File: config.mk
export PLATFORM = sky130hd
export DESIGN_NAME = byte_alu_with_condition_codes_core
export DESIGN_NICKNAME = d
export VERILOG_FILES = /design/src/balu_pkg.sv /design/src/balu_arith.sv /design/src/balu_shift.sv /design/src/byte_alu_with_condition_codes_core.sv
export SDC_FILE = /design/constraint.sdc
export NUM_CORES = 1
export LEC_CHECK = 0
export BUFFER_PORTS_ARGS = -buffer_cell sky130_fd_sc_hd__clkbuf_2
export CAP_MARGIN = 25
export CORE_AREA = 2 2 132 185
export CTS_BUF_LIST = sky130_fd_sc_hd__clkbuf_4 sky130_fd_sc_hd__clkbuf_8
export CTS_CLUSTER_SIZE = 10
export DETAILED_ROUTE_END_ITERATION = 10
export DIE_AREA = 0 0 134 187
export SLEW_MARGIN = 30
export SYNTH_ARGS = -nofsm -noshare
export SYNTH_HDL_FRONTEND = slang
export SYNTH_SLANG_ARGS = --single-unit
File: constraint.sdc
create_clock -name clk -period 5.4 [get_ports clk]
set_clock_uncertainty 0.2 [all_clocks]
set_input_delay 0.27 -clock clk [delete_from_list [all_inputs] [get_ports clk]]
set_output_delay 0.27 -clock clk [all_outputs]
set_load 0.01 [all_outputs]
File: src/balu_pkg.sv
// ----------------------------------------------------------------------------
// balu_pkg - byte ALU shared definitions
// Opcode codes, condition code layout and small helpers used by the ALU units.
// ----------------------------------------------------------------------------
package balu_pkg;

	typedef enum logic [4:0] {
		OP_ADD  = 5'd0,
		OP_SUB  = 5'd1,
		OP_NEG  = 5'd2,
		OP_ADDX = 5'd3,
		OP_SUBX = 5'd4,
		OP_NEGX = 5'd5,
		OP_MULS = 5'd6,
		OP_MULU = 5'd7,
		OP_BTST = 5'd8,
		OP_BSET = 5'd9,
		OP_BCLR = 5'd10,
		OP_BCHG = 5'd11,
		OP_LSR  = 5'd12,
		OP_LSL  = 5'd13,
		OP_ASR  = 5'd14,
		OP_ASL  = 5'd15,
		OP_ROR  = 5'd16,
		OP_ROL  = 5'd17,
		OP_ROXR = 5'd18,
		OP_ROXL = 5'd19
	} op_t;

	// bit4 X, bit3 N, bit2 Z, bit1 V, bit0 C
	typedef struct packed {
		logic x;
		logic n;
		logic z;
		logic v;
		logic c;
	} ccr_t;

	localparam logic [5:0] SHIFT_SAT = 6'd8;

	// cnt mod 9 for a six-bit count: reciprocal 57/512 is exact over 0..63
	function automatic logic [3:0] mod9(input logic [5:0] cnt);
		logic [11:0] prod;
		logic [2:0]  quot;
		logic [5:0]  back;
		prod = 12'(cnt) * 12'd57;
		quot = prod[11:9];
		back = 6'(quot) * 6'd9;
		return 4'(cnt - back);
	endfunction

endpackage

File: src/balu_arith.sv
// ----------------------------------------------------------------------------
// balu_arith - add/sub/neg, nibble multiply and bit operations
// Combinational; covers opcodes ADD to BCHG, other codes pass dst and ccr_in.
// ----------------------------------------------------------------------------
module balu_arith (
	input  logic [4:0]          opcode,
	input  logic [7:0]          src,
	input  logic [7:0]          dst,
	input  balu_pkg::ccr_t      ccr_in,
	output logic [7:0]          result,
	output balu_pkg::ccr_t      ccr_out
);

	logic       xin;
	logic [7:0] sum;
	logic [7:0] diff;
	logic [7:0] negv;
	logic [7:0] sa;
	logic [7:0] da;
	logic [7:0] mul_s;
	logic [7:0] mul_u;
	logic [7:0] bitm;
	logic       sm, dm;

	always_comb begin
		xin = (opcode == balu_pkg::OP_ADDX || opcode == balu_pkg::OP_SUBX ||
		       opcode == balu_pkg::OP_NEGX) ? ccr_in.x : 1'b0;
		sum   = dst + src + {7'b0, xin};
		diff  = dst - src - {7'b0, xin};
		negv  = 8'd0 - dst - {7'b0, xin};
		sa    = {{4{src[7]}}, src[7:4]};
		da    = {{4{dst[7]}}, dst[7:4]};
		mul_s = sa * da;
		mul_u = {4'b0, src[7:4]} * {4'b0, dst[7:4]};
		bitm  = 8'd1 << src[2:0];
		sm    = src[7];
		dm    = dst[7];
	end

	always_comb begin
		result  = dst;
		ccr_out = ccr_in;
		unique case (opcode)
			balu_pkg::OP_ADD, balu_pkg::OP_ADDX: begin
				result    = sum;
				ccr_out.c = (sm & dm) | (~sum[7] & dm) | (sm & ~sum[7]);
				ccr_out.x = ccr_out.c;
				ccr_out.v = (sm & dm & ~sum[7]) | (~sm & ~dm & sum[7]);
				ccr_out.z = (sum == 8'd0);
				ccr_out.n = sum[7];
			end
			balu_pkg::OP_SUB, balu_pkg::OP_SUBX: begin
				result    = diff;
				ccr_out.c = (sm & ~dm) | (diff[7] & ~dm) | (sm & diff[7]);
				ccr_out.x = ccr_out.c;
				ccr_out.v = (~sm & dm & ~diff[7]) | (sm & ~dm & diff[7]);
				ccr_out.z = (diff == 8'd0);
				ccr_out.n = diff[7];
			end
			balu_pkg::OP_NEG, balu_pkg::OP_NEGX: begin
				result    = negv;
				ccr_out.c = dm | negv[7];
				ccr_out.x = ccr_out.c;
				ccr_out.v = dm & negv[7];
				ccr_out.z = (negv == 8'd0);
				ccr_out.n = negv[7];
			end
			balu_pkg::OP_MULS, balu_pkg::OP_MULU: begin
				result    = (opcode == balu_pkg::OP_MULS) ? mul_s : mul_u;
				ccr_out.c = 1'b0;
				ccr_out.v = 1'b0;
				ccr_out.z = (result == 8'd0);
				ccr_out.n = result[7];
			end
			balu_pkg::OP_BTST, balu_pkg::OP_BSET, balu_pkg::OP_BCLR,
			balu_pkg::OP_BCHG: begin
				if (opcode == balu_pkg::OP_BSET) begin
					result = dst | bitm;
				end else if (opcode == balu_pkg::OP_BCLR) begin
					result = dst & ~bitm;
				end else if (opcode == balu_pkg::OP_BCHG) begin
					result = dst ^ bitm;
				end
				// Z reflects the tested bit before it is altered
				ccr_out.z = ((dst & bitm) == 8'd0);
			end
			default: begin
				result  = dst;
				ccr_out = ccr_in;
			end
		endcase
	end

endmodule

File: src/balu_shift.sv
// ----------------------------------------------------------------------------
// balu_shift - barrel shifter for shifts and rotates
// Combinational; covers LSR to ROXL, count is src mod 64.
// ----------------------------------------------------------------------------
module balu_shift (
	input  logic [4:0]          opcode,
	input  logic [7:0]          src,
	input  logic [7:0]          dst,
	input  balu_pkg::ccr_t      ccr_in,
	output logic [7:0]          result,
	output balu_pkg::ccr_t      ccr_out
);

	logic [5:0]  cnt;
	logic        cnt_zero;
	logic        cnt_big;
	logic [3:0]  k;
	logic        is_asr;
	logic [15:0] ext;
	logic [16:0] shr;
	logic [15:0] shl;
	logic [7:0]  mask;
	logic [7:0]  top;
	logic        asl_v;
	logic [7:0]  rot_r;
	logic [15:0] rot_l;
	logic [3:0]  k9;
	logic [8:0]  w;
	logic [17:0] wr;
	logic [17:0] wl;

	always_comb begin
		cnt      = src[5:0];
		cnt_zero = (cnt == 6'd0);
		cnt_big  = (cnt > balu_pkg::SHIFT_SAT);
		k        = cnt_big ? 4'd8 : cnt[3:0];
		is_asr   = (opcode == balu_pkg::OP_ASR);
		ext      = {{8{is_asr & dst[7]}}, dst};
		// extra low bit catches the last bit shifted out
		shr      = {ext, 1'b0} >> k;
		shl      = {8'b0, dst} << k;
		mask     = 8'hFF << (3'd7 - cnt[2:0]);
		top      = dst & mask;
		// V on ASL: the bits passing through the MSB were not all alike
		if (cnt >= 6'd8) begin
			asl_v = (dst != 8'd0);
		end else begin
			asl_v = (top != 8'd0) && (top != mask);
		end
		rot_r    = 8'({dst, dst} >> cnt[2:0]);
		rot_l    = {dst, dst} << cnt[2:0];
		k9       = balu_pkg::mod9(cnt);
		w        = {ccr_in.x, dst};
		wr       = {w, w} >> k9;
		wl       = {w, w} << k9;
	end

	always_comb begin
		result  = dst;
		ccr_out = ccr_in;
		unique case (opcode)
			balu_pkg::OP_LSR, balu_pkg::OP_ASR: begin
				ccr_out.v = 1'b0;
				if (cnt_zero) begin
					ccr_out.c = 1'b0;
				end else begin
					result    = shr[8:1];
					ccr_out.c = (cnt_big && !is_asr) ? 1'b0 : shr[0];
					ccr_out.x = ccr_out.c;
				end
				ccr_out.z = (result == 8'd0);
				ccr_out.n = result[7];
			end
			balu_pkg::OP_LSL, balu_pkg::OP_ASL: begin
				ccr_out.v = 1'b0;
				if (cnt_zero) begin
					ccr_out.c = 1'b0;
				end else begin
					result    = shl[7:0];
					ccr_out.c = cnt_big ? 1'b0 : shl[8];
					ccr_out.x = ccr_out.c;
					ccr_out.v = (opcode == balu_pkg::OP_ASL) ? asl_v : 1'b0;
				end
				ccr_out.z = (result == 8'd0);
				ccr_out.n = result[7];
			end
			balu_pkg::OP_ROR, balu_pkg::OP_ROL: begin
				result    = (opcode == balu_pkg::OP_ROR) ? rot_r : rot_l[15:8];
				ccr_out.v = 1'b0;
				if (cnt_zero) begin
					ccr_out.c = 1'b0;
				end else begin
					ccr_out.c = (opcode == balu_pkg::OP_ROR) ? result[7] : result[0];
				end
				ccr_out.z = (result == 8'd0);
				ccr_out.n = result[7];
			end
			balu_pkg::OP_ROXR, balu_pkg::OP_ROXL: begin
				if (opcode == balu_pkg::OP_ROXR) begin
					result    = wr[7:0];
					ccr_out.c = wr[8];
				end else begin
					result    = wl[16:9];
					ccr_out.c = wl[17];
				end
				ccr_out.x = ccr_out.c;
				ccr_out.v = 1'b0;
				ccr_out.z = (result == 8'd0);
				ccr_out.n = result[7];
			end
			default: begin
				result  = dst;
				ccr_out = ccr_in;
			end
		endcase
	end

endmodule

File: src/byte_alu_with_condition_codes_core.sv
// ----------------------------------------------------------------------------
// byte_alu_with_condition_codes_core - byte ALU with condition codes
// Input register, single-pass ALU logic, result register.
//
//   channel  | handshake         | fields
//   ---------+-------------------+---------------------------------
//   command  | start / busy      | opcode, src, dst, ccr_in
//   result   | done (one cycle)  | result, ccr_out
//
// One beat accepted per cycle; busy is held low.
// A result appears on done after its command beat passes the input and result registers.
// Latency is set by the input and result registers around the ALU logic.
// Reset clears the pipeline valid flags only; a beat in flight at reset gives no result.
// ----------------------------------------------------------------------------
module byte_alu_with_condition_codes_core (
	input  logic       clk,
	input  logic       arst_n,
	input  logic       start,
	output logic       busy,
	input  logic [4:0] opcode,
	input  logic [7:0] src,
	input  logic [7:0] dst,
	input  logic [4:0] ccr_in,
	output logic       done,
	output logic [7:0] result,
	output logic [4:0] ccr_out
);

	logic           accept;
	logic           valid_s1;
	logic [4:0]     opcode_s1;
	logic [7:0]     src_s1;
	logic [7:0]     dst_s1;
	logic [4:0]     ccr_s1;
	logic           valid_s2;
	logic [7:0]     result_s2;
	logic [4:0]     ccr_s2;

	logic [7:0]     arith_res;
	balu_pkg::ccr_t arith_ccr;
	logic [7:0]     shift_res;
	balu_pkg::ccr_t shift_ccr;
	logic [7:0]     alu_res;
	logic [4:0]     alu_ccr;

	assign busy   = 1'b0;
	assign accept = start && !busy;

	always_ff @(posedge clk or negedge arst_n) begin
		if (!arst_n) begin
			valid_s1 <= 1'b0;
		end else begin
			valid_s1 <= accept;
		end
	end

	always_ff @(posedge clk) begin
		if (accept) begin
			opcode_s1 <= opcode;
			src_s1    <= src;
			dst_s1    <= dst;
			ccr_s1    <= ccr_in;
		end
	end

	balu_arith u_arith (
		.opcode  (opcode_s1),
		.src     (src_s1),
		.dst     (dst_s1),
		.ccr_in  (balu_pkg::ccr_t'(ccr_s1)),
		.result  (arith_res),
		.ccr_out (arith_ccr)
	);

	balu_shift u_shift (
		.opcode  (opcode_s1),
		.src     (src_s1),
		.dst     (dst_s1),
		.ccr_in  (balu_pkg::ccr_t'(ccr_s1)),
		.result  (shift_res),
		.ccr_out (shift_ccr)
	);

	always_comb begin
		priority if (opcode_s1 <= 5'(balu_pkg::OP_BCHG)) begin
			alu_res = arith_res;
			alu_ccr = arith_ccr;
		end else if (opcode_s1 <= 5'(balu_pkg::OP_ROXL)) begin
			alu_res = shift_res;
			alu_ccr = shift_ccr;
		end else begin
			// unused codes leave operand and flags alone
			alu_res = dst_s1;
			alu_ccr = ccr_s1;
		end
	end

	always_ff @(posedge clk or negedge arst_n) begin
		if (!arst_n) begin
			valid_s2 <= 1'b0;
		end else begin
			valid_s2 <= valid_s1;
		end
	end

	always_ff @(posedge clk) begin
		if (valid_s1) begin
			result_s2 <= alu_res;
			ccr_s2    <= alu_ccr;
		end
	end

	assign done    = valid_s2;
	assign result  = result_s2;
	assign ccr_out = ccr_s2;

`ifndef ASSERT_OFF
	a_accept_to_s1: assert property (@(posedge clk) disable iff (!arst_n)
		accept |=> valid_s1)
		else $error("accepted beat did not reach stage 1");

	a_s1_to_done: assert property (@(posedge clk) disable iff (!arst_n)
		valid_s1 |=> done)
		else $error("stage 1 beat produced no result");

	a_no_spurious_done: assert property (@(posedge clk) disable iff (!arst_n)
		!valid_s1 |=> !done)
		else $error("result strobe without a beat");

	a_unused_passthru: assert property (@(posedge clk) disable iff (!arst_n)
		(done && ($past(opcode_s1) > 5'(balu_pkg::OP_ROXL))) |->
		(result == $past(dst_s1) && ccr_out == $past(ccr_s1)))
		else $error("unused opcode altered operand or flags");

	a_bitop_only_z: assert property (@(posedge clk) disable iff (!arst_n)
		(done && ($past(opcode_s1) >= 5'(balu_pkg::OP_BTST)) &&
		 ($past(opcode_s1) <= 5'(balu_pkg::OP_BCHG))) |->
		((ccr_out & 5'b11011) == ($past(ccr_s1) & 5'b11011)))
		else $error("bit operation changed a flag other than Z");
`endif

endmodule
Yosys cells after proc, flatten, opt, wreduce, memory -nomap -nowiden --
Index checks and enable logic that the tools add are counted.
Word-level totals: flip-flop bits (word level) 41, bits of input ports 29, output and inout port bits 15, logic and storage cells 147
Operators by class: $add $sub $neg 8, $mul 4, magnitude comparators 4, eq/ne operators 20, shifts and indexed selects 8, multiplexer cells 37, bitwise operators 31, reduce and logical (&&, ||, !) cells 27
Operators with widths (count):
- two-way mux 8 bit | 13
- zero test 8 bit | 9
- equality test 5 x 4 -> 1 bit (second input constant) | 8
- case mux 8 bit (5 select lines) | 1
- case mux 8 bit (4 select lines) | 1
- bitwise AND 8 bit | 3
- equality test 5 x 3 -> 1 bit (second input constant) | 4
- equality test 5 bit (second input constant) | 4
- << shifter 18 x 4 -> 18 bit | 1
- right shift 18 x 4 -> 9 bit | 1
- right shift 17 x 4 -> 9 bit | 1
- multiplier 4 x 4 -> 8 bit | 2
- case mux 4 bit (4 select lines) | 1
- nonzero test 8 bit | 2
- OR reduction 2 bit | 8
- << shifter 16 x 3 -> 16 bit | 1
- right shift 16 x 3 -> 8 bit | 1
- subtractor 8 x 1 -> 8 bit | 2
- bitwise AND 1 bit | 14
- two-way mux 1 bit | 13
- multiplier 6 x 6 -> 12 bit (second input constant) | 1
- equality test 5 x 2 -> 1 bit (second input constant) | 2
- two-way mux 5 bit | 2
- << shifter 8 x 4 -> 9 bit | 1
- 31 further kinds | 43

Depth between registers and ports, before layout --
word-level depth 11, gate-level depth with buffers 26, mapped depth without buffers 22

Cells and area by module --
From an unflattened synthesis, not the netlist that was laid out.
Unflattened totals: cells, all modules 1129, area, all modules 9434.0 µm²
Modules (own cells, without submodules):
- balu_shift | instances 1, cells each 606, area an instance 4284.1 µm², seq. area each 0.0 µm²
- balu_arith | instances 1, cells each 401, area an instance 3215.6 µm², seq. area each 0.0 µm²
- byte_alu_with_condition_codes_core | instances 1, cells each 122, area an instance 1934.4 µm², seq. area each 1221.2 µm²

Least setup slack after synthesis --
Ideal clock, no wire load.
path type flip-flop to flip-flop, start register src_s1[0], end register result_s2[7], in the netlist result[7] (data pin), setup time 0.261 ns, arrival 5.376 ns, path slack -0.437 ns, cell stages (with the launch flop) 25, period minus slack after synthesis 5.837 ns, path through edfxtp_1 > buf_2 > inv_2 > buf_2 > buf_2 > ha_1 > ha_1 > ha_1 > ha_1 > nand4_1 > o21ai_1 > and3_1 > nor2_1 > ha_1 > inv_1 > fa_1 > buf_2 > inv_1 > clkbuf_1 > nor3_1 > a2111oi_1 > o21bai_1 > mux2i_1 > a221o_1 > a311o_1
On the way: longest elaborated chain between the ends 9
RTL lines:
- start: declaration | RTL line byte_alu_with_condition_codes_core.sv:32 | logic [7:0] src_s1;
- start signal: assignment | RTL line byte_alu_with_condition_codes_core.sv:60 | src_s1 <= src;
- multiplier 6 x 6 -> 12 bit | RTL line balu_pkg.sv:46 | prod = 12'(cnt) * 12'd57;
- multiplier 3 x 4 -> 4 bit | RTL line balu_pkg.sv:48 | back = 6'(quot) * 6'd9;
- subtractor 4 bit | RTL line balu_pkg.sv:49 | return 4'(cnt - back);
- << shifter 18 x 4 -> 18 bit or right shift 18 x 4 -> 9 bit (tied branches) | RTL line balu_shift.sv:55, balu_shift.sv:54
- two-way mux 8 bit | RTL line balu_shift.sv:99 | if (opcode == balu_pkg::OP_ROXR) begin
- two-way mux 8 bit | RTL line balu_shift.sv:61 | unique case (opcode)
- case mux 8 bit (4 select lines) | RTL line balu_shift.sv:61
- two-way mux 8 bit | RTL line byte_alu_with_condition_codes_core.sv:88 | end else if (opcode_s1 <= 5'(balu_pkg::OP_ROXL)) begin
- two-way mux 8 bit * | RTL line byte_alu_with_condition_codes_core.sv:85 | priority if (opcode_s1 <= 5'(balu_pkg::OP_BCHG)) begin
- named net alu_res[7] | RTL line byte_alu_with_condition_codes_core.sv:43 | logic [7:0] alu_res;
- end signal: assignment | RTL line byte_alu_with_condition_codes_core.sv:108 | result_s2 <= alu_res;
- end: declaration | RTL line byte_alu_with_condition_codes_core.sv:36 | logic [7:0] result_s2;
The timed path passes the listed nets; every way through them passes the cells marked *. The select of a mux whose other input is x is not followed. A chain may end at the register's enable or synchronous reset.

Worst setup path in the final report --
start register src_s1[2], end register ccr_s2[2], in the netlist ccr_out[2] (data pin)
On the way: longest elaborated chain between the ends 10
RTL lines:
- multiplier 6 x 6 -> 12 bit | RTL line balu_pkg.sv:46
- multiplier 3 x 4 -> 4 bit | RTL line balu_pkg.sv:48
- subtractor 4 bit | RTL line balu_pkg.sv:49
- << shifter 18 x 4 -> 18 bit or right shift 18 x 4 -> 9 bit (tied branches) | RTL line balu_shift.sv:55, balu_shift.sv:54
- two-way mux 8 bit | RTL line balu_shift.sv:99
- two-way mux 8 bit | RTL line balu_shift.sv:61
- zero test 8 bit | RTL line balu_shift.sv:108 | ccr_out.z = (result == 8'd0);
- case mux 4 bit (4 select lines) | RTL line balu_shift.sv:61
- two-way mux 5 bit | RTL line byte_alu_with_condition_codes_core.sv:88
- two-way mux 5 bit * | RTL line byte_alu_with_condition_codes_core.sv:85
- named net alu_ccr[2] | RTL line byte_alu_with_condition_codes_core.sv:44 | logic [4:0] alu_ccr;
- end signal: assignment | RTL line byte_alu_with_condition_codes_core.sv:109 | ccr_s2 <= alu_ccr;
- end: declaration | RTL line byte_alu_with_condition_codes_core.sv:37 | logic [4:0] ccr_s2;
Marks and branches as above.

==> summary.txt <==
post-synth top area share: 14.7%
max_cap viols: 0
Pwr Total: 6.18 mW
Final Critical Period: 5770 ps
Min Hold Slack: 50.7 ps
ANT cells: 0
outcome: complete, but fails checks
DIE WIDTH: 134 um
via density per instance: 6.20
Critical Path AT: 5690 ps
commonest cells in the synthesized netlist: ha_1, nand2_1, nor2_1, o21ai_0, a21oi_1
RSZ-0062 raised after global routing: yes
Placer Congestion: 0.985
Avg Inst Size Synth: 8.03 um2
Post-Route WL: 35.4 mm
number of library cell types mapped by synthesis: 97
worst path bufs/invs: 7
final net count: 1434
CTS tree: done
Post-Syn Instances: 1149
final period utilization: 107%
most frequent cell after synthesis: ha_1
gr usage total: 28.4%
H-tree Lvls: 2
core box area: 23600 um2
starting DRC count in detailed routing: 870
FMAX: 0.173 GHz
Worst-Margin Slew: 890 ps
die height: 187 um
pwr/cell area: 542 nW/um2
Yosys warning count: 0
Worst Path Max Fanout: 3
setup TNS: -2860 ps
synthesized area: 9220 um2
Seq cells post-synth: 41
Static Leak: 4.85 nW
GRT Residual Overflow: 0
critical path's slowest cell: fa_2
Synth area leader: ha_1
WL/cell: 22.3 um
worst skew pair latency: 340 ps
Cell Rows: 67
post-place setup slack: -475 ps
Worst slew margin: 40.3%
TritonCTS Buffers: 5
drt drc: 0
largest net degree at the start of global routing: 66
failing checks: setup timing
Area contributors post-synth: ha_1, edfxtp_1, mux2i_1, fa_1, nand2_1
Synth async-reset ratio: 4.88%
I/O pins: 44
critical path endpoint category: flop
Worst VDD drop: 0.330 mV
Post-synth top flop: edfxtp_1
Hold Crit Class: in -> async
first-pass GRT wire length: 55.4 mm
vias in the first global route: 9787
Worst path depth: 25
vias post-DR: 9816
critical path data required time: 5330 ps
Max Slew Vio Count: 0
Crit. Startpoint: src_s1[2]
Port Buf Inserts: 42
Layout fillers: 2283
CP max stage delay: 610 ps
total die area: 25100 um2
detailed placement HPWL: 25.5 mm
synthesized net count: 1311
final antenna-violating net count: 0
Initial Utilization: 39.2%
most used cell, CP: buf_4
Final Hold Viols: 0
worst r2r src: src_s1[2]
Reg clk slew, reported paths: 100 ps
Root Buffer Master: clkbuf_8
initial antenna violation count: 0
Layout Cells excl Fill: 1583
Layout area overhead: 23.6%
layout cells sized above 1: 24.1%
post-synthesis sequential area ratio: 13.2%
CP delay by family, top: adder cells
R2R depth: 25
CTS Buffer Depth: 2
DR pass1 iterations: 7
setup ws final: -365 ps
final setup violating endpoints: 12
Placed Cells: 1521
critical path type: reg -> reg
critical path startpoint category: flop
Post-synth EDFFs: 39
Clock Sinks: 41
==> cell usage in the layout, fill, tap and decap left out, types with 25 or more instances in the layout <==
master and count:
nand3_1 25, nor2_1 91, a21oi_1 59, nand2_1 94, o211ai_1 26, nor3_1 25, o21ai_0 60, buf_4 135
edfxtp_1 39, clkbuf_2 42, mux2i_1 55, dlygate4sd3_1 27, inv_1 53, ha_1 103
==> state kept, by name, indices dropped and copies added (netlist names) <==
| register | count |
|---|---|
| ccr_out | 5 |
| ccr_s1 | 5 |
| done | 1 |
| dst_s1 | 8 |
| opcode_s1 | 5 |
| result | 8 |
| src_s1 | 8 |
| valid_s1 | 1 |
==> final timing paths <==
| check | end | slack [ps] |
|---|---|---|
| setup / recovery | ccr_out[2] | -370 |
| hold reg to reg | ccr_out[3] | 350 |
| min in group clk | ccr_out[3] | 350 |
| max in group asynchronous | valid_s1 | 4850 |
| hold / removal | done | 50 |
| setup reg to reg | ccr_out[2] | -370 |
==> stage by stage <==
| step | util (%) | instance area [um2] |
|---|---|---|
| global placement | 43.8 | 10300 |
| detailed placement | 43.8 | 10300 |
| finish | 48.4 | 11400 |
| floorplan | - | 9250 |
| global route | 48.4 | 11400 |
| CTS | 47.3 | 11100 |
==> cell families (layout without fill, tap and decap cells) <==
kind of cell	after synthesis	count (layout)	share of synthesized area (%)
AOI/OAI and AO/OA	330	330	24.5
xor gates and xnor gates	40	40	4.21
other	1	1	0.0407
and+or+nand+nor	356	356	19.1
DFF	41	41	13.2
muxes	89	89	11.6
buffers and inverters	159	283	7.28
adders and majority gates	133	133	20.1
==> metal layers <==
metal  global-route usage [%]  vias to the layer above  share of wire [%]
met5                        0                        -                  0
met4                     21.2                        0                8.5
met3                     2.74                      161                6.0
met2                     49.4                      477                 50
met1                     31.8                     4640                 35
li1                         -                     4538                  -
==> power breakdown <==
part / leakage (nW) / switching [mW] / internal, mW
combinational: 4.37 / 2.72 / 2.72
clock: 0.0687 / 0.144 / 0.187
sequential: 0.404 / 0.0271 / 0.393
==> cell type report <==
class	count	area (um2)	area share, %
Clock buffer	5	68.8	0.604
Clock inverter	3	68.8	0.604
Inverter	61	231	2.03
Multi-Input combinational cell	949	7770	68.2
Sequential cell	41	1220	10.7
Tap cell	310	388	3.40
Timing Repair Buffer	214	1650	14.5
==> what timing repair did <==
item | CTS | global route
pin swaps | 16 | 34
endpoints found under the hold margin | 28 | 0
hold buffers | 27 | 0
endpoints found under the setup margin | 12 | 12
resized for setup | 70 | 32
gates cloned | 1 | 0
setup buffers | 13 | 15
(Power assumes the default switching activity.)
